**src/hdl/psa_ram.sv**
```systemverilog
// Generic single-write, single-read synchronous RAM with registered read data.
// No dependencies.
module psa_ram #(
  parameter int unsigned WIDTH = 1,
  parameter int unsigned DEPTH = 16,
  localparam int unsigned AW = $clog2(DEPTH)
) (
  input  logic             clk_i,
  input  logic             we_i,
  input  logic [AW-1:0]    waddr_i,
  input  logic [WIDTH-1:0] wdata_i,
  input  logic             re_i,
  input  logic [AW-1:0]    raddr_i,
  output logic [WIDTH-1:0] rdata_o
);

  logic [WIDTH-1:0] mem_q [DEPTH];
  logic [WIDTH-1:0] rdata_q;

  always_ff @(posedge clk_i) begin
    if (we_i) begin
      mem_q[waddr_i] <= wdata_i;
    end
    if (re_i) begin
      rdata_q <= mem_q[raddr_i];
    end
  end

  assign rdata_o = rdata_q;

endmodule

```
**config.mk**
```make
export PLATFORM = sky130hd
export DESIGN_NAME = psa_ram
export DESIGN_NICKNAME = d
export VERILOG_FILES = /design/src/hdl/psa_ram.sv
export SDC_FILE = /design/constraint.sdc
export NUM_CORES = 1
export LEC_CHECK = 0
export BUFFER_PORTS_ARGS = -buffer_cell sky130_fd_sc_hd__buf_2
export CAP_MARGIN = 5
export CORE_MARGIN = 3
export CORE_UTILIZATION = 56
export DETAILED_ROUTE_END_ITERATION = 10
export PLACE_DENSITY = 0.8
export SYNTH_ARGS = -nofsm -noshare
export SYNTH_HDL_FRONTEND = slang
export SYNTH_SLANG_ARGS = --single-unit
```
**constraint.sdc**
```tcl
create_clock -name clk_i -period 3.2 [get_ports clk_i]
set_input_delay 0.32 -clock clk_i [delete_from_list [all_inputs] [get_ports clk_i]]
set_output_delay 0.32 -clock clk_i [all_outputs]
set_load 0.05 [all_outputs]
```
==> reports/qor.yml <==
min_path:
  worst_hold_path.endpoint: "rdata_o"
  hold_depth: 1
  worstHoldStart: "re_i"
  hp-class: "input port to flop"
layout:
  drive_gt1_frac: 0.254
  diodes: 0
  layout_common_cells: "edfxtp_1 (17), nor2_1 (12), buf_2 (12)"
  final_cell_area_um2: 860
  final_common_cell: "edfxtp_1"
  syn_to_final_growth_pct: 13.7
  nets: 76
clock_tree:
  clock-sinks: 17
  cts_resized: 0
  cts_hold_buffers: 0
  clkTransAtPathRegs_ns: 0.08
  cts_tree: "done"
  htree_levels: 1
  cts_made_buffers: 3
  post_cts_buffers: 0
  clk_latency_ns: 0.28
  clockRootBuffer: "clkbuf_4"
  clockBufferDepth: 2
synthesis:
  synth_cell_type_count: 10
  synth-seq-cells: 17
  synth_warnings: 0
  synth_area_um2: 756
  syn_area_per_cell_um2: 16.1
  synth_seq_area_share: 0.675
  netlist_instances: 47
  synthesis.nets: 59
pwr:
  p_int_mw: 0.314
  p_sw_frac: 0.205
  switchingPower_mw: 0.0810
  clockPowerShare: 0.270
  power_frac_comb: 0.093
  p_per_area_nw_per_um2: 460
  leakage_nw: 0.308
  seq_power_share: 0.637
  irDropWorstVdd_uv: 291
floorplanning:
  die_area_um2: 1830
  initial_core_util: 0.637
  chipWidth_um: 42.7
  pin_count: 13
  num_rows: 12
  dieHeight_um: 42.7
  coreArea_um2: 1190
setup_path:
  crit_path_top_delay_cell: "mux4_1"
  r2r_cells: 3
  rr_startpoint: "mem_q[12]"
  timing.rr.end: "rdata_o"
  path_cells: "mux4_1 > mux2i_1 > mux2i_1"
  required_ns: 3.23
  critPathMaxFanout: 1
  cp-end-kind: "flop"
  rrSetupSlack_ns: 1.80
  path_class: "flop to flop"
  critPathArrivalTime_ns: 1.44
  crit_top_cell: "mux2i_1"
  cp-start-kind: "flop"
  crit_path_max_incr_delay_ns: 0.52
routing:
  totalWireLength_mm: 1.18
  wl_per_cell_um: 15.3
  num_vias: 466
  drt_iter0_markers: 7
  avgViaCountPerCell: 6.05
  route.detailed.drc: 0
  drt-pass1-iter-count: 4
  ant_nets: 0
timing:
  worstMarginPinSlew_ns: 0.246
  fin_setup_tns_ns: 0
  clock.fmax_ghz: 0.712
  min_period_over_period: 0.439
  max-slew-margin-rel: 0.837
  rsz0062_at_grt: "false"
  hold_viol: 0
  period_needed_ns: 1.40
  skew_ns: 0.00446
  finalSetupViolations: 0
  slew_viol_final: 0
global_route:
  grt_util_all_layers: 0.156
  grt_pass1_wl_mm: 2.05
  grt_pass1_vias: 480
  grt.overflow.total: 0
  antenna_found_initial: 0
  grt_max_degree: 17
placed_design:
  place.gp.congestion: 0.745
  place_area_um2: 833
  io_buffers: 12
  dp_hpwl_um: 923
status:
  run_status: "complete, no violations"
run:
  drv_cap: 0
through the flow:
stage	hold slack [ns]	power, mW	worst slack [ns]	std cells	util
2_1_floorplan	0.419	0.276	1.91	47	-
3_3_place_gp	0.524	0.292	1.69	73	0.703
3_5_place_dp	0.529	0.294	1.64	73	0.703
4_1_cts	0.240	0.397	1.78	77	0.725
5_1_grt	0.224	0.413	1.70	77	0.725
6_report	0.244	0.395	1.80	77	0.725
cell type report:
cell class / instances / area (µm²)
timing repair buffer: 12 / 60.1
tap: 14 / 17.5
clock buffer: 4 / 26.3
sequential: 17 / 510
multi-input combinational: 30 / 245
fill: 84 / 327
cells in the mapped netlist, drive strengths merged:
| cell | n | area (µm²) |
|---|---|---|
| nand3 | 1 | 5.00 |
| or3b | 1 | 8.76 |
| mux2i | 3 | 30.0 |
| nand3b | 2 | 15.0 |
| nand2b | 2 | 12.5 |
| mux4 | 4 | 105 |
| nor3 | 4 | 20.0 |
| nand2 | 1 | 3.75 |
| nor2 | 12 | 45.0 |
| edfxtp | 17 | 510 |
worst max-delay path, delay by kind of cell (launching register included):
family	cells	cell delay (ns)
multiplexers	3	0.77
flip-flops	1	0.40
state kept, by name, indices dropped and copies added (netlist names):
| signal | count |
|---|---|
| mem_q | 16 |
| rdata_o | 1 |
routing by layer:
metal / routed length (µm) / GRT usage / share of wire
met4: 23 / 0.0745 / 0.019
met5: 0 / 0 / 0
met1: 461 / 0.175 / 0.39
met3: 72 / 0.0466 / 0.061
met2: 623 / 0.266 / 0.53
power groups by stage:
stage,Sequential [mW],Clock (mW),Combinational [mW]
global route,0.252,0.120,0.0408
global placement,0.257,0,0.0356
detailed placement,0.257,0,0.0372
floorplan,0.260,0,0.0154
finish,0.252,0.107,0.0368
CTS,0.252,0.108,0.0372
worst max path at each step:
stage / startpoint / endpoint / cells after the start
after CTS: mem_q[13] / rdata_o / 3
after global routing: mem_q[12] / rdata_o / 3
after global placement: raddr_i[0] / rdata_o / 4
after floorplan: raddr_i[0] / rdata_o / 3
after detailed placement: raddr_i[0] / rdata_o / 4
final: mem_q[12] / rdata_o / 3
cell families (layout without fill, tap and decap cells):
group | Yosys count | count (layout) | synth area share
buffers and inverters | 0 | 16 | 0
flip-flops | 17 | 17 | 0.675
multiplexers | 7 | 7 | 0.179
AND/OR/NAND/NOR | 23 | 23 | 0.146
Power figures use the tool's default switching activity.
