<file path="config.mk">
export PLATFORM = sky130hd
export DESIGN_NAME = psa_cfg
export DESIGN_NICKNAME = d
export VERILOG_FILES = /design/src/hdl/psa_pkg.sv /design/src/hdl/psa_cfg.sv
export SDC_FILE = /design/constraint.sdc
export NUM_CORES = 1
export LEC_CHECK = 0
export BUFFER_PORTS_ARGS = -buffer_cell sky130_fd_sc_hd__clkbuf_2
export CORE_MARGIN = 8
export CORE_UTILIZATION = 37
export CTS_BUF_LIST = sky130_fd_sc_hd__clkbuf_4 sky130_fd_sc_hd__clkbuf_8
export CTS_CLUSTER_DIAMETER = 200
export DETAILED_ROUTE_END_ITERATION = 7
export PLACE_DENSITY = 0.86
export SLEW_MARGIN = 20
export SYNTH_ARGS = -nofsm -noshare
export SYNTH_HDL_FRONTEND = slang
export SYNTH_SLANG_ARGS = --single-unit
</file>
<file path="constraint.sdc">
create_clock -name clk_i -period 2.1 [get_ports clk_i]
set_clock_uncertainty 0.2 [all_clocks]
set_input_delay 0.42 -clock clk_i [delete_from_list [all_inputs] [get_ports clk_i]]
set_output_delay 0.42 -clock clk_i [all_outputs]
set_load 0.02 [all_outputs]
</file>
<file path="src/hdl/psa_pkg.sv">
// Shared constants, register map and small residue helpers for the Atkin sieve.
// No dependencies; used by psa_cfg, psa_ctrl and prime_sieve_atkin_core.
package psa_pkg;

  localparam int unsigned SIEVE_DEPTH_DEF = 4096;

  localparam int unsigned LIMIT_W   = 12;
  localparam int unsigned IDX_W     = 12;
  localparam int unsigned ROOT_W    = 7;
  localparam int unsigned SQ_W      = 13;
  localparam int unsigned FORM_N_W  = 15;
  localparam int unsigned DATA_W    = 32;
  localparam int unsigned PADDR_W   = 3;
  localparam int unsigned REG_IDX_W = 1;

  localparam logic [LIMIT_W-1:0]   LIMIT_RESET     = 12'd4095;
  localparam logic [REG_IDX_W-1:0] REG_SIEVE_LIMIT = 1'b0;

  localparam logic REQ_BUILD = 1'b0;
  localparam logic REQ_QUERY = 1'b1;

  // quadratic form select: 4x^2+y^2, 3x^2+y^2, 3x^2-y^2
  localparam logic [1:0] FORM_A = 2'd0;
  localparam logic [1:0] FORM_B = 2'd1;
  localparam logic [1:0] FORM_C = 2'd2;

  // k^2 mod 12 from k mod 12
  function automatic logic [3:0] sq_mod12(input logic [3:0] k);
    logic [3:0] r;
    case (k)
      4'd0, 4'd6:                 r = 4'd0;
      4'd1, 4'd5, 4'd7, 4'd11:    r = 4'd1;
      4'd2, 4'd4, 4'd8, 4'd10:    r = 4'd4;
      4'd3, 4'd9:                 r = 4'd9;
      default:                    r = 4'd0;
    endcase
    return r;
  endfunction

  // residue mod 12 of a small value (below 48)
  function automatic logic [3:0] mod12(input logic [5:0] v);
    logic [5:0] t;
    t = v;
    for (int i = 0; i < 3; i++) begin
      if (t >= 6'd12) t = t - 6'd12;
    end
    return t[3:0];
  endfunction

endpackage

</file>
<file path="src/hdl/psa_cfg.sv">
// APB register for the sieve limit and the effective limit clipped to the store.
// Depends on psa_pkg.
module psa_cfg #(
  parameter int unsigned SIEVE_DEPTH = psa_pkg::SIEVE_DEPTH_DEF
) (
  input  logic                        clk_i,
  input  logic                        rst_ni,
  input  logic                        psel,
  input  logic                        penable,
  input  logic                        pwrite,
  input  logic [psa_pkg::PADDR_W-1:0] paddr,
  input  logic [psa_pkg::DATA_W-1:0]  pwdata,
  output logic [psa_pkg::DATA_W-1:0]  prdata,
  output logic                        pready,
  output logic [psa_pkg::LIMIT_W-1:0] limit_o
);

  logic [psa_pkg::LIMIT_W-1:0]   limit_q, limit_d;
  logic [psa_pkg::REG_IDX_W-1:0] reg_idx;
  logic                          wr_en;

  assign reg_idx = paddr[psa_pkg::PADDR_W-1:2];
  assign pready  = 1'b1;
  assign wr_en   = psel && penable && pwrite && pready;

  always_comb begin
    limit_d = limit_q;
    if (wr_en && reg_idx == psa_pkg::REG_SIEVE_LIMIT) begin
      limit_d = pwdata[psa_pkg::LIMIT_W-1:0];
    end
  end

  always_ff @(posedge clk_i or negedge rst_ni) begin
    if (!rst_ni) begin
      limit_q <= psa_pkg::LIMIT_RESET;
    end else begin
      limit_q <= limit_d;
    end
  end

  always_comb begin
    prdata = '0;
    if (reg_idx == psa_pkg::REG_SIEVE_LIMIT) begin
      prdata = psa_pkg::DATA_W'(limit_q);
    end
  end

  // clip to the last store entry
  always_comb begin
    limit_o = limit_q;
    if (17'(limit_q) > 17'(SIEVE_DEPTH - 1)) begin
      limit_o = psa_pkg::LIMIT_W'(SIEVE_DEPTH - 1);
    end
  end

endmodule

</file>
==> impl_metrics.tcl <==
set metrics [dict create \
    combinationalPowerShare_pct 42.0 \
    status "finished, final reports clean" \
    switching_share_pct 37.2 \
    die_area_mm2 0.00380 \
    yosysTopAreaCell "dfstp_2" \
    synth_fa_ha_area_share_pct 0 \
    synthXorXnorAreaFrac_pct 0 \
    gp_congestion 0.631 \
    boundaryPins 85 \
    n_antenna_cell 0 \
    drv_cap 0 \
    placedCellCount 126 \
    post-route-cell-area_um2 930 \
    arrival_ns 1.12 \
    drt-initial-drc-count 8 \
    drt_pass1_iterations 2 \
    portBuffers 41 \
    synth-compound-area-share_pct 0 \
    whs_ns 0.0845 \
    yosys-top-cells-area "dfstp_2 41%, buf_4 20%, mux2_4 20%" \
    grt_start_max_net_pins 14 \
    cts_buffer_depth 2 \
    cp-start-kind "flop" \
    rows 16 \
    grt_pass1_vias 554 \
    syn_area_per_cell_um2 12.4 \
    path_class "flop to output port" \
    critical_path.slowest_cell "dfstp_2" \
    max-vdd-ir-drop_mv 0.460 \
    period_share_pct 82.9 \
    cts_tree "yes" \
    cts-htree-levels 1 \
    post_drt_wl_per_cell_um 14.0 \
    syn_area_um2 769 \
    yosysSeqAreaShare_pct 41.0 \
    vias_per_cell 3.98 \
    hold_buffers 0 \
    max_freq_mhz 575 \
    yosysUniqueCellTypes 10 \
    post_cts_resized 0 \
    drive_above_1_share_pct 67.6 \
    synthMuxAreaShare_pct 22.4 \
    die_w_um 61.6 \
    required_ns 1.48 \
    power.net_switching_w 0.000316 \
    cts_setup_buffers 0 \
    clk_pin_slew_ns 0.07 \
    synth_top_family_by_area "buffers and inverters" \
    setup_violations 0 \
    path_buf_inv 1 \
    p_clk_share_pct 15.9 \
    p_leak_nw 0.534 \
    clk_latency_ns 0.26 \
    finalHoldViolCount 0 \
    ant_nets 0 \
    postPlaceCellArea_um2 907 \
    cp_slowest_stage_delay_ns 0.54 \
    largest_reg_flops 12 \
    track_usage_pct 9.19 \
    crit_family "flip-flops" \
    synth_warnings 0 \
    share_seq_of_total_power_pct 42.1 \
    wirelength_mm 1.81 \
    hold_path.class "input pin to async pin" \
    crit_fanout 3 \
    fp.coreArea_mm2 0.00196 \
    period_minus_slack_ns 1.74 \
    rsz0062_at_grt "false" \
    end_kind "output port" \
    syn_inst 62 \
    cts_made_buffers 3 \
    synthSimpleGateAreaFrac_pct 13.2 \
    fill_cells 197 \
    p_int_w 0.000533 \
    drc 0 \
    start_util_pct 39.2 \
    crit_chain "nor2b_1 > clkbuf_2" \
    root_buffer "clkbuf_4" \
    final_util_pct 47.4 \
    cts_sinks 12 \
    die_h_um 61.6 \
    vias 513 \
    yosys_register_bits 12 \
    fin_setup_tns_ns 0 \
    grt_pass1_wl_mm 2.56 \
    syn2layout_area_growth_pct 20.8 \
    slew_viol_final 0 \
    yosysTopAreaCellShare_pct 41.0 \
    power_per_cell_area_mw_per_mm2 913 \
    grt_overflow 0 \
    finalNonFillerCells 129 \
    nets 144 \
    grt_antenna_before_repair 0 \
]
==> synth_stat cells <==
master and count:
buf_6 1, dfstp_2 12, nand4b_4 1, mux2_4 10
clkbuf_1 1, buf_4 21, conb_1 2, nor2b_1 10
mux2_2 2, and2b_1 2
==> power by group through the flow <==
stage	clock network, W	logic [W]	registers, W
global route	0.000160	0.000381	0.000366
finish	0.000135	0.000357	0.000357
CTS	0.000145	0.000362	0.000357
global placement	0	0.000356	0.000355
detailed placement	0	0.000361	0.000360
floorplan	0	0.000209	0.000424
==> metrics by stage <==
| step | setup WS (ns) | total power [W] |
|---|---|---|
| floorplan | 0.545 | 0.000632 |
| global placement | 0.364 | 0.000711 |
| detailed placement | 0.347 | 0.000721 |
| CTS | 0.325 | 0.000865 |
| global route | 0.273 | 0.000907 |
| finish | 0.360 | 0.000849 |
==> final timing paths <==
path / start / end / slack [ns] / cells past startpoint
min reg2reg: limit_o[5] / limit_o[5] / 0.42 / 1
max: limit_o[8] / prdata[8] / 0.36 / 2
max in group asynchronous: rst_ni / limit_o[8] / 1.59 / 1
max reg2reg: limit_o[11] / limit_o[11] / 1.16 / 1
min: rst_ni / limit_o[10] / 0.08 / 1
min in group clk_i: pwdata[4] / limit_o[4] / 0.19 / 2
==> layer usage <==
layer  vias up  part of all wire [%]  track usage, %
li1        238                     -               -
met3         0                    11            2.92
met5         -                     0               0
met2        35                    52            15.7
met1       240                    38            9.84
met4         0                     0            4.87
==> layout make-up <==
class / count / area [um^2] / share of cell area (%)
sequential: 12 / 315 / 33.9
tap: 27 / 33.8 / 3.63
multi-input combinational: 46 / 353 / 38.0
timing repair buffer: 41 / 205 / 22.1
clock buffer: 3 / 22.5 / 2.42
==> logic make-up (layout without fill, tap and decap cells) <==
kind of cell | Yosys count | count (layout)
buffers and inverters | 23 | 44
and+or+nand+nor | 13 | 13
other | 2 | 21
muxes | 12 | 12
DFF | 12 | 12
==> placed cells by master, fill, tap and decap left out <==
master,synthesis,routed
mux2_4,10,10
nand4b_4,1,1
clkbuf_2,0,41
clkbuf_4,0,3
and2b_1,2,2
conb_1,2,21
mux2_2,2,2
dfstp_2,12,12
nor2b_1,10,10
No activity file was read; power rests on OpenSTA's default activity.
