### src/hdl/psa_pkg.sv
// Shared constants, register map and small residue helpers for the Atkin sieve.
// No dependencies; used by psa_cfg, psa_ctrl and prime_sieve_atkin_core.
package psa_pkg;

  localparam int unsigned SIEVE_DEPTH_DEF = 4096;

  localparam int unsigned LIMIT_W   = 12;
  localparam int unsigned IDX_W     = 12;
  localparam int unsigned ROOT_W    = 7;
  localparam int unsigned SQ_W      = 13;
  localparam int unsigned FORM_N_W  = 15;
  localparam int unsigned DATA_W    = 32;
  localparam int unsigned PADDR_W   = 3;
  localparam int unsigned REG_IDX_W = 1;

  localparam logic [LIMIT_W-1:0]   LIMIT_RESET     = 12'd4095;
  localparam logic [REG_IDX_W-1:0] REG_SIEVE_LIMIT = 1'b0;

  localparam logic REQ_BUILD = 1'b0;
  localparam logic REQ_QUERY = 1'b1;

  // quadratic form select: 4x^2+y^2, 3x^2+y^2, 3x^2-y^2
  localparam logic [1:0] FORM_A = 2'd0;
  localparam logic [1:0] FORM_B = 2'd1;
  localparam logic [1:0] FORM_C = 2'd2;

  // k^2 mod 12 from k mod 12
  function automatic logic [3:0] sq_mod12(input logic [3:0] k);
    logic [3:0] r;
    case (k)
      4'd0, 4'd6:                 r = 4'd0;
      4'd1, 4'd5, 4'd7, 4'd11:    r = 4'd1;
      4'd2, 4'd4, 4'd8, 4'd10:    r = 4'd4;
      4'd3, 4'd9:                 r = 4'd9;
      default:                    r = 4'd0;
    endcase
    return r;
  endfunction

  // residue mod 12 of a small value (below 48)
  function automatic logic [3:0] mod12(input logic [5:0] v);
    logic [5:0] t;
    t = v;
    for (int i = 0; i < 3; i++) begin
      if (t >= 6'd12) t = t - 6'd12;
    end
    return t[3:0];
  endfunction

endpackage

### src/hdl/psa_ctrl.sv
// Request sequencer: clear pass, Atkin form toggles, square strike and queries,
// all as accesses to the flag RAM. Depends on psa_pkg.
module psa_ctrl #(
  parameter int unsigned SIEVE_DEPTH = psa_pkg::SIEVE_DEPTH_DEF,
  localparam int unsigned AW = $clog2(SIEVE_DEPTH)
) (
  input  logic                        clk_i,
  input  logic                        rst_ni,
  input  logic                        start,
  output logic                        busy,
  input  logic                        req_type_i,
  input  logic [psa_pkg::IDX_W-1:0]   query_index_i,
  output logic                        done_o,
  output logic                        is_prime_o,
  output logic                        out_of_range_o,
  input  logic [psa_pkg::LIMIT_W-1:0] limit_i,
  output logic                        ram_we_o,
  output logic [AW-1:0]               ram_waddr_o,
  output logic                        ram_wdata_o,
  output logic                        ram_re_o,
  output logic [AW-1:0]               ram_raddr_o,
  input  logic                        ram_rdata_i
);

  typedef enum logic [9:0] {
    S_IDLE   = 10'b0000000001,
    S_CLEAR  = 10'b0000000010,
    S_SEED   = 10'b0000000100,
    S_ROOT   = 10'b0000001000,
    S_FORM   = 10'b0000010000,
    S_FWRITE = 10'b0000100000,
    S_SREAD  = 10'b0001000000,
    S_SCHECK = 10'b0010000000,
    S_STRIKE = 10'b0100000000,
    S_DONE   = 10'b1000000000
  } state_e;

  localparam int unsigned RW = psa_pkg::ROOT_W;
  localparam int unsigned SW = psa_pkg::SQ_W;
  localparam int unsigned NW = psa_pkg::FORM_N_W;

  state_e          state_q, state_d;
  logic            build_q, build_d;
  logic [AW-1:0]   clr_q, clr_d;
  logic            seed_q, seed_d;
  logic [RW-1:0]   r_q, r_d;
  logic [SW-1:0]   rr_q, rr_d;
  logic [RW-1:0]   form_x_q, form_x_d, form_y_q, form_y_d;
  logic [SW-1:0]   xx_q, xx_d, yy_q, yy_d;
  logic [3:0]      xm_q, xm_d, ym_q, ym_d;
  logic [1:0]      fsel_q, fsel_d;
  logic [AW-1:0]   naddr_q, naddr_d;
  logic [RW-1:0]   sn_q, sn_d;
  logic [SW-1:0]   sq_q, sq_d;
  logic [SW-1:0]   strike_position_q, strike_position_d;
  logic            done_q, done_d, qry_q, qry_d, oor_q, oor_d;

  logic [3:0]      sx, sy, n1m, n2m, n3m;
  logic [NW-1:0]   n1, n2, n3, fn;
  logic            fhit, adv, next_n;
  logic [2*RW-1:0] sn_sq;

  assign sx  = psa_pkg::sq_mod12(xm_q);
  assign sy  = psa_pkg::sq_mod12(ym_q);
  assign n1m = psa_pkg::mod12(6'({sx, 2'b00}) + 6'(sy));
  assign n2m = psa_pkg::mod12(6'({sx, 1'b0}) + 6'(sx) + 6'(sy));
  assign n3m = psa_pkg::mod12(6'({sx, 1'b0}) + 6'(sx) + 6'd12 - 6'(sy));

  assign n1 = NW'({xx_q, 2'b00}) + NW'(yy_q);
  assign n2 = NW'({xx_q, 1'b0}) + NW'(xx_q) + NW'(yy_q);
  assign n3 = NW'({xx_q, 1'b0}) + NW'(xx_q) - NW'(yy_q);

  assign sn_sq = (2*RW)'(sn_q) * (2*RW)'(sn_q);

  always_comb begin
    fn   = '0;
    fhit = 1'b0;
    case (fsel_q)
      psa_pkg::FORM_A: begin
        fn   = n1;
        fhit = n1m inside {4'd1, 4'd5};
      end
      psa_pkg::FORM_B: begin
        fn   = n2;
        fhit = n2m == 4'd7;
      end
      psa_pkg::FORM_C: begin
        fn   = n3;
        fhit = (form_x_q > form_y_q) && n3m == 4'd11;
      end
      default: begin
        fn   = '0;
        fhit = 1'b0;
      end
    endcase
    fhit = fhit && fn <= NW'(limit_i);
  end

  always_comb begin
    state_d           = state_q;
    build_d           = build_q;
    clr_d             = clr_q;
    seed_d            = seed_q;
    r_d               = r_q;
    rr_d              = rr_q;
    form_x_d          = form_x_q;
    form_y_d          = form_y_q;
    xx_d              = xx_q;
    yy_d              = yy_q;
    xm_d              = xm_q;
    ym_d              = ym_q;
    fsel_d            = fsel_q;
    naddr_d           = naddr_q;
    sn_d              = sn_q;
    sq_d              = sq_q;
    strike_position_d = strike_position_q;
    done_d            = 1'b0;
    qry_d             = qry_q;
    oor_d             = oor_q;
    ram_we_o          = 1'b0;
    ram_waddr_o       = '0;
    ram_wdata_o       = 1'b0;
    ram_re_o          = 1'b0;
    ram_raddr_o       = '0;
    adv               = 1'b0;
    next_n            = 1'b0;

    case (state_q)
      S_IDLE: begin
        if (start) begin
          if (req_type_i == psa_pkg::REQ_BUILD) begin
            state_d = S_CLEAR;
            build_d = 1'b1;
            clr_d   = '0;
          end else begin
            ram_re_o    = 1'b1;
            ram_raddr_o = AW'(query_index_i);
            done_d      = 1'b1;
            qry_d       = 1'b1;
            oor_d       = query_index_i > limit_i;
          end
        end
      end
      S_CLEAR: begin
        ram_we_o    = 1'b1;
        ram_waddr_o = clr_q;
        clr_d       = clr_q + 1'b1;
        if (clr_q == AW'(SIEVE_DEPTH - 1)) begin
          state_d = build_q ? S_SEED : S_IDLE;
          seed_d  = 1'b0;
        end
      end
      S_SEED: begin
        ram_we_o    = 1'b1;
        ram_waddr_o = seed_q ? AW'(3) : AW'(2);
        ram_wdata_o = 1'b1;
        seed_d      = 1'b1;
        if (seed_q) begin
          state_d = S_ROOT;
          r_d     = '0;
          rr_d    = '0;
        end
      end
      S_ROOT: begin
        if (rr_q < SW'(limit_i)) begin
          r_d  = r_q + 1'b1;
          rr_d = rr_q + SW'({r_q, 1'b1});
        end else if (r_q == '0) begin
          state_d = S_DONE;
        end else begin
          state_d  = S_FORM;
          form_x_d = RW'(1);
          form_y_d = RW'(1);
          xx_d     = SW'(1);
          yy_d     = SW'(1);
          xm_d     = 4'd1;
          ym_d     = 4'd1;
          fsel_d   = psa_pkg::FORM_A;
        end
      end
      S_FORM: begin
        if (fhit) begin
          ram_re_o    = 1'b1;
          ram_raddr_o = AW'(fn);
          naddr_d     = AW'(fn);
          state_d     = S_FWRITE;
        end else begin
          adv = 1'b1;
        end
      end
      S_FWRITE: begin
        ram_we_o    = 1'b1;
        ram_waddr_o = naddr_q;
        ram_wdata_o = ~ram_rdata_i;
        adv         = 1'b1;
      end
      S_SREAD: begin
        ram_re_o    = 1'b1;
        ram_raddr_o = AW'(sn_q);
        state_d     = S_SCHECK;
      end
      S_SCHECK: begin
        if (ram_rdata_i) begin
          sq_d              = sn_sq[SW-1:0];
          strike_position_d = sn_sq[SW-1:0];
          state_d           = S_STRIKE;
        end else begin
          next_n = 1'b1;
        end
      end
      S_STRIKE: begin
        if (strike_position_q <= SW'(limit_i)) begin
          ram_we_o          = 1'b1;
          ram_waddr_o       = AW'(strike_position_q);
          strike_position_d = strike_position_q + sq_q;
        end else begin
          next_n = 1'b1;
        end
      end
      S_DONE: begin
        done_d  = 1'b1;
        qry_d   = 1'b0;
        oor_d   = 1'b0;
        build_d = 1'b0;
        state_d = S_IDLE;
      end
      default: begin
        state_d = S_IDLE;
      end
    endcase

    // step to the next form, then the next (x, y) pair
    if (adv) begin
      state_d = S_FORM;
      case (fsel_q)
        psa_pkg::FORM_A: fsel_d = psa_pkg::FORM_B;
        psa_pkg::FORM_B: fsel_d = psa_pkg::FORM_C;
        default: begin
          fsel_d = psa_pkg::FORM_A;
          if (form_y_q != r_q) begin
            form_y_d = form_y_q + 1'b1;
            yy_d     = yy_q + SW'({form_y_q, 1'b1});
            ym_d     = (ym_q == 4'd11) ? 4'd0 : ym_q + 4'd1;
          end else if (form_x_q != r_q) begin
            form_x_d = form_x_q + 1'b1;
            xx_d     = xx_q + SW'({form_x_q, 1'b1});
            xm_d     = (xm_q == 4'd11) ? 4'd0 : xm_q + 4'd1;
            form_y_d = RW'(1);
            yy_d     = SW'(1);
            ym_d     = 4'd1;
          end else begin
            sn_d    = RW'(5);
            state_d = (r_q >= RW'(5)) ? S_SREAD : S_DONE;
          end
        end
      endcase
    end

    if (next_n) begin
      if (sn_q != r_q) begin
        sn_d    = sn_q + 1'b1;
        state_d = S_SREAD;
      end else begin
        state_d = S_DONE;
      end
    end
  end

  always_ff @(posedge clk_i or negedge rst_ni) begin
    if (!rst_ni) begin
      state_q           <= S_CLEAR;
      build_q           <= 1'b0;
      clr_q             <= '0;
      seed_q            <= 1'b0;
      r_q               <= '0;
      form_x_q          <= '0;
      form_y_q          <= '0;
      fsel_q            <= psa_pkg::FORM_A;
      sn_q              <= '0;
      strike_position_q <= '0;
      done_q            <= 1'b0;
      qry_q             <= 1'b0;
      oor_q             <= 1'b0;
    end else begin
      state_q           <= state_d;
      build_q           <= build_d;
      clr_q             <= clr_d;
      seed_q            <= seed_d;
      r_q               <= r_d;
      form_x_q          <= form_x_d;
      form_y_q          <= form_y_d;
      fsel_q            <= fsel_d;
      sn_q              <= sn_d;
      strike_position_q <= strike_position_d;
      done_q            <= done_d;
      qry_q             <= qry_d;
      oor_q             <= oor_d;
    end
  end

  always_ff @(posedge clk_i) begin
    rr_q    <= rr_d;
    xx_q    <= xx_d;
    yy_q    <= yy_d;
    xm_q    <= xm_d;
    ym_q    <= ym_d;
    naddr_q <= naddr_d;
    sq_q    <= sq_d;
  end

  assign busy           = state_q != S_IDLE;
  assign done_o         = done_q;
  assign out_of_range_o = oor_q;
  assign is_prime_o     = qry_q && !oor_q && ram_rdata_i;

  a_build_goes_busy: assert property (@(posedge clk_i) disable iff (!rst_ni)
    start && !busy && req_type_i == psa_pkg::REQ_BUILD |=> busy && !done_o)
    else $error("build item did not start the sequencer");

  a_query_one_cycle: assert property (@(posedge clk_i) disable iff (!rst_ni)
    start && !busy && req_type_i == psa_pkg::REQ_QUERY |=> done_o)
    else $error("query result missing one cycle after accept");

  a_no_rw_collision: assert property (@(posedge clk_i) disable iff (!rst_ni)
    ram_we_o && ram_re_o |-> ram_waddr_o != ram_raddr_o)
    else $error("flag RAM read and write to the same entry");

  a_idle_no_write: assert property (@(posedge clk_i) disable iff (!rst_ni)
    !busy |-> !ram_we_o)
    else $error("flag RAM written while idle");

  a_oor_not_prime: assert property (@(posedge clk_i) disable iff (!rst_ni)
    done_o && out_of_range_o |-> !is_prime_o)
    else $error("out-of-range query reported as prime");

endmodule

### config.mk
export PLATFORM = sky130hd
export DESIGN_NAME = psa_ctrl
export DESIGN_NICKNAME = d
export VERILOG_FILES = /design/src/hdl/psa_pkg.sv /design/src/hdl/psa_ctrl.sv
export SDC_FILE = /design/constraint.sdc
export NUM_CORES = 1
export LEC_CHECK = 0
export BUFFER_PORTS_ARGS = -buffer_cell sky130_fd_sc_hd__buf_2
export CAP_MARGIN = 20
export CORE_MARGIN = 3
export CORE_UTILIZATION = 45
export DETAILED_ROUTE_END_ITERATION = 8
export SLEW_MARGIN = 15
export SYNTH_ARGS = -nofsm -noshare
export SYNTH_HDL_FRONTEND = slang
export SYNTH_SLANG_ARGS = --single-unit
### constraint.sdc
create_clock -name clk_i -period 13 [get_ports clk_i]
set_input_delay 2.6 -clock clk_i [delete_from_list [all_inputs] [get_ports clk_i]]
set_output_delay 2.6 -clock clk_i [all_outputs]
set_load 0.02 [all_outputs]
==> out/qor.csv <==
stage;metric;value;unit
setup_path;Req. time, crit path;10.40;ns
place;Placer Congestion;0.906;
global_route;largest net degree at the start of global routing;63;
drt;uppermost routed layer;met4;
drt;antenna-violating nets left;0;
final_layout;fin cells;2125;
drt;DRT Pass-1 Iters;7;
drt;Post-route DRC;0;
setup_path;Worst Path Buf+Inv;6;
final_layout;Layout area overhead;8.41;%
yosys;sequential fraction of the synthesis area;25.4;%
power;combinational share of power;22.1;%
place;Buffers on Ports;59;
yosys;synth unique cells;97;
flow_run;maxcap violations;0;
global_route;grt total ovfl;0;
outcome;status;completed;
yosys;ys flop type;dfrtp_1;
yosys;Post-synth EDFFs;37;
yosys;Yosys top cell by area;ha_1;
drt;DR WL met2;18600;um
sta;Hold Fails Final Rpt;0;
yosys;most frequent cell after synthesis;ha_1;
clock_tree;clk slew on worst S/H paths;0.06;ns
setup_path;worst-path fanout max;25;
yosys;Syn Std Cell Area;14400;sq um
final_layout;Antenna Cells;0;
clock_tree;setup bufs post-CTS;0;
sta;final worst setup slack;3.28;ns
setup_path;reg2reg start;sx[2];
setup_path;r2r setup slk;5.49;ns
final_layout;Reg area;3660;sq um
yosys;Synth top cells by count;187 x ha_1, 153 x nor2_1, 132 x inv_1;
clock_tree;CTS tree;yes;
sta;final setup vio count;0;
clock_tree;Clock Path Buffers;2;
power;Total Power;1.34;mW
final_layout;Core Util, Final;50.3;%
clock_tree;hold_buf cts;0;
setup_path;FF-to-FF path depth;27;
power;worst vdd ir;93.5;uV
yosys;Synth Register Bits;147;
power;Clk pwr share;38.8;%
setup_path;Setup crit start;sx[2];
setup_path;CP arrival;7.12;ns
floorplan;Cell Rows;64;
setup_path;critical path depth in cells;27;
power;Leak;7.43;nW
setup_path;slowest stage cell on the critical path;fa_1;
drt;drt wl/cell;19.1;um
power;Net Sw Frac;32.0;%
drt;WL met1;18600;um
global_route;global-route wire length before repair;64900;um
sta;Slew Limit Headroom;31.9;%
power;PwrDens;85.7;nW/um^2
yosys;Area contributors post-synth;ha_1 16%, dfrtp_1 12%, edfxtp_1 7.7%;
yosys;ys async rst share;47.6;%
sta;RSZ-0062 raised after global routing;no;
sta;Final TNS setup;0;ns
sta;skew final;0.0120;ns
setup_path;cell family with most CP delay;compound AO/OA/AOI/OAI gates;
yosys;Mapped Nets;1927;
clock_tree;total CTS buffers;17;
floorplan;chip width;185;um
floorplan;core footprint;31100;sq um
power;Switch Pwr;428;uW
sta;period utilisation layout;74.7;%
floorplan;Starting Density;46.4;%
place;placed cell count;2093;
place;dpl cell area;15000;sq um
sta;Min Clock Period, post-route;9.72;ns
final_layout;final instance area;15600;sq um
setup_path;Reg-to-Reg End;xx_q[11];
floorplan;I/O pin cnt;60;
clock_tree;clk sink count;147;
setup_path;Critical Path End;ram_raddr_o[0];
final_layout;fillcell total;2947;
place;HPWL after detailed placement;32000;um
final_layout;area occupied by multi-input gates;9990;sq um
sta;WHS;0.485;ns
setup_path;Worst path max stage delay;0.68;ns
clock_tree;post-CTS sizing;0;
drt;met3 wire length;2110;um
yosys;yosys warns;0;
clock_tree;H-tree depth;4;
drt;via count;12600;
drt;drt initial violations;936;
power;internal power;911;uW
power;Flop pwr share;39.0;%
setup_path;CP most frequent cell;inv_1;
hold_path;Hold Crit Class;flip-flop to flip-flop;
final_layout;nets;1956;
yosys;top-area cell type share of the netlist area;16.2;%
sta;Max Slew Vio Count;0;
floorplan;die area;34200;sq um
global_route;Tot GR Track Use;23.9;%
yosys;syn avg cell area;8.55;sq um
sta;Peak Freq;103;MHz
drt;Total Routed Length;40600;um
setup_path;path type of the worst setup path;flip-flop to output pin;
setup_path;crit end category;output pin;
final_layout;fraction of final layout cells sized beyond drive strength 1;8.79;%
place;worst slack, placed;3.79;ns
global_route;initial antenna violation count;0;
clock_tree;clock root cell;clkbuf_16;
yosys;Syn Inst Count;1687;
clock_tree;worst-skew pair later-pin latency;0.43;ns
sta;Slew @ Worst Pin;1.02;ns
floorplan;Die H;185;um
setup_path;Setup crit start kind;flip-flop;
global_route;vias in the first global route;12100;
drt;Via-to-Cell Ratio;5.91;
kinds of logic (layout without fill, tap and decap cells):
kind of cell,after synthesis,after routing,synth area share (%)
xor+xnor,136,136,8.31
compound gates,436,436,20.5
fa+ha+maj,211,211,19.6
buf+inv,192,234,5.41
mux,27,27,1.97
flops,147,147,25.4
simple gates,538,538,18.8
registers in the layout, summed over array words and instances, names as in the netlist, 2 cells and up:
name	cells
clr_q	12
form_x_q	7
form_y_q	7
fsel_q	2
naddr_q	12
r_q	7
rr_q	13
sn_q	7
sq_q	12
state_q	10
strike_position_q	13
sx	3
sy	3
xm_q	4
xx_q	13
ym_q	4
yy_q	13
worst min path at each step:
stage / cells past startpoint / end / startpoint / slack [ns]
after floorplan: 2 / qry_q / qry_q / 0.44
final: 2 / qry_q / qry_q / 0.48
after global placement: 2 / qry_q / qry_q / 0.46
after CTS: 2 / qry_q / qry_q / 0.49
after detailed placement: 2 / qry_q / qry_q / 0.47
after global routing: 1 / state_q[2] / seed_q / 0.51
cell type report:
type                       count  area share, %
sequential                   147           23.4
inverter                     132           3.17
tap                          396           3.17
clock buffer                  19           2.77
timing repair buffer          70           2.43
clock inverter                13           1.10
multi-input combinational   1348           63.9
layer usage:
metal	global-route usage [%]	vias to the layer above
li1	-	6122
met1	31.8	6008
met2	38.9	348
met3	4.83	80
met4	8.25	0
met5	0	-
layout by cell type, fill, tap and decap left out, types with 21 or more instances in the layout:
master	instances
fa_1	24
nor2_1	153
nand2_1	126
dfxtp_1	40
o21ai_0	87
o21bai_1	23
nand3_1	36
inv_1	132
buf_2	58
xor2_1	43
a21o_1	32
edfxtp_1	37
dfrtp_1	69
nand4_1	24
nor3_1	28
and2_1	23
or3_1	21
nor2b_1	27
a21oi_1	93
ha_1	187
xnor2_1	92
power groups by stage:
stage | sequential [mW] | clock (mW) | combinational [mW]
4_1_cts | 0.522 | 0.530 | 0.294
5_1_grt | 0.525 | 0.550 | 0.330
3_3_place_gp | 0.531 | 0 | 0.288
2_1_floorplan | 0.519 | 0 | 0.209
6_report | 0.523 | 0.520 | 0.296
3_5_place_dp | 0.531 | 0 | 0.292
worst register-to-register path: stages, from the launching register on:
cell and delay (ns):
dfxtp_1 0.49, inv_1 0.15, fa_1 0.68, inv_1 0.07
ha_1 0.22, or2_1 0.22, o211ai_1 0.28, and2_1 0.52
nor2_1 0.13, nand2_1 0.14, mux2_2 0.36, ha_1 0.25
inv_1 0.20, xnor2_1 0.14, o32ai_1 0.12, or3_1 0.39
ha_1 0.20, a31oi_1 0.19, o41ai_2 0.11, a41oi_1 0.17
o21ai_1 0.10, mux2i_1 0.14, a221oi_2 0.42, o21ba_1 0.48
nor2_4 0.16, nor3_4 0.62, o2111ai_1 0.26, mux2i_1 0.17
Note: power is estimated with default switching activity, not from simulation.
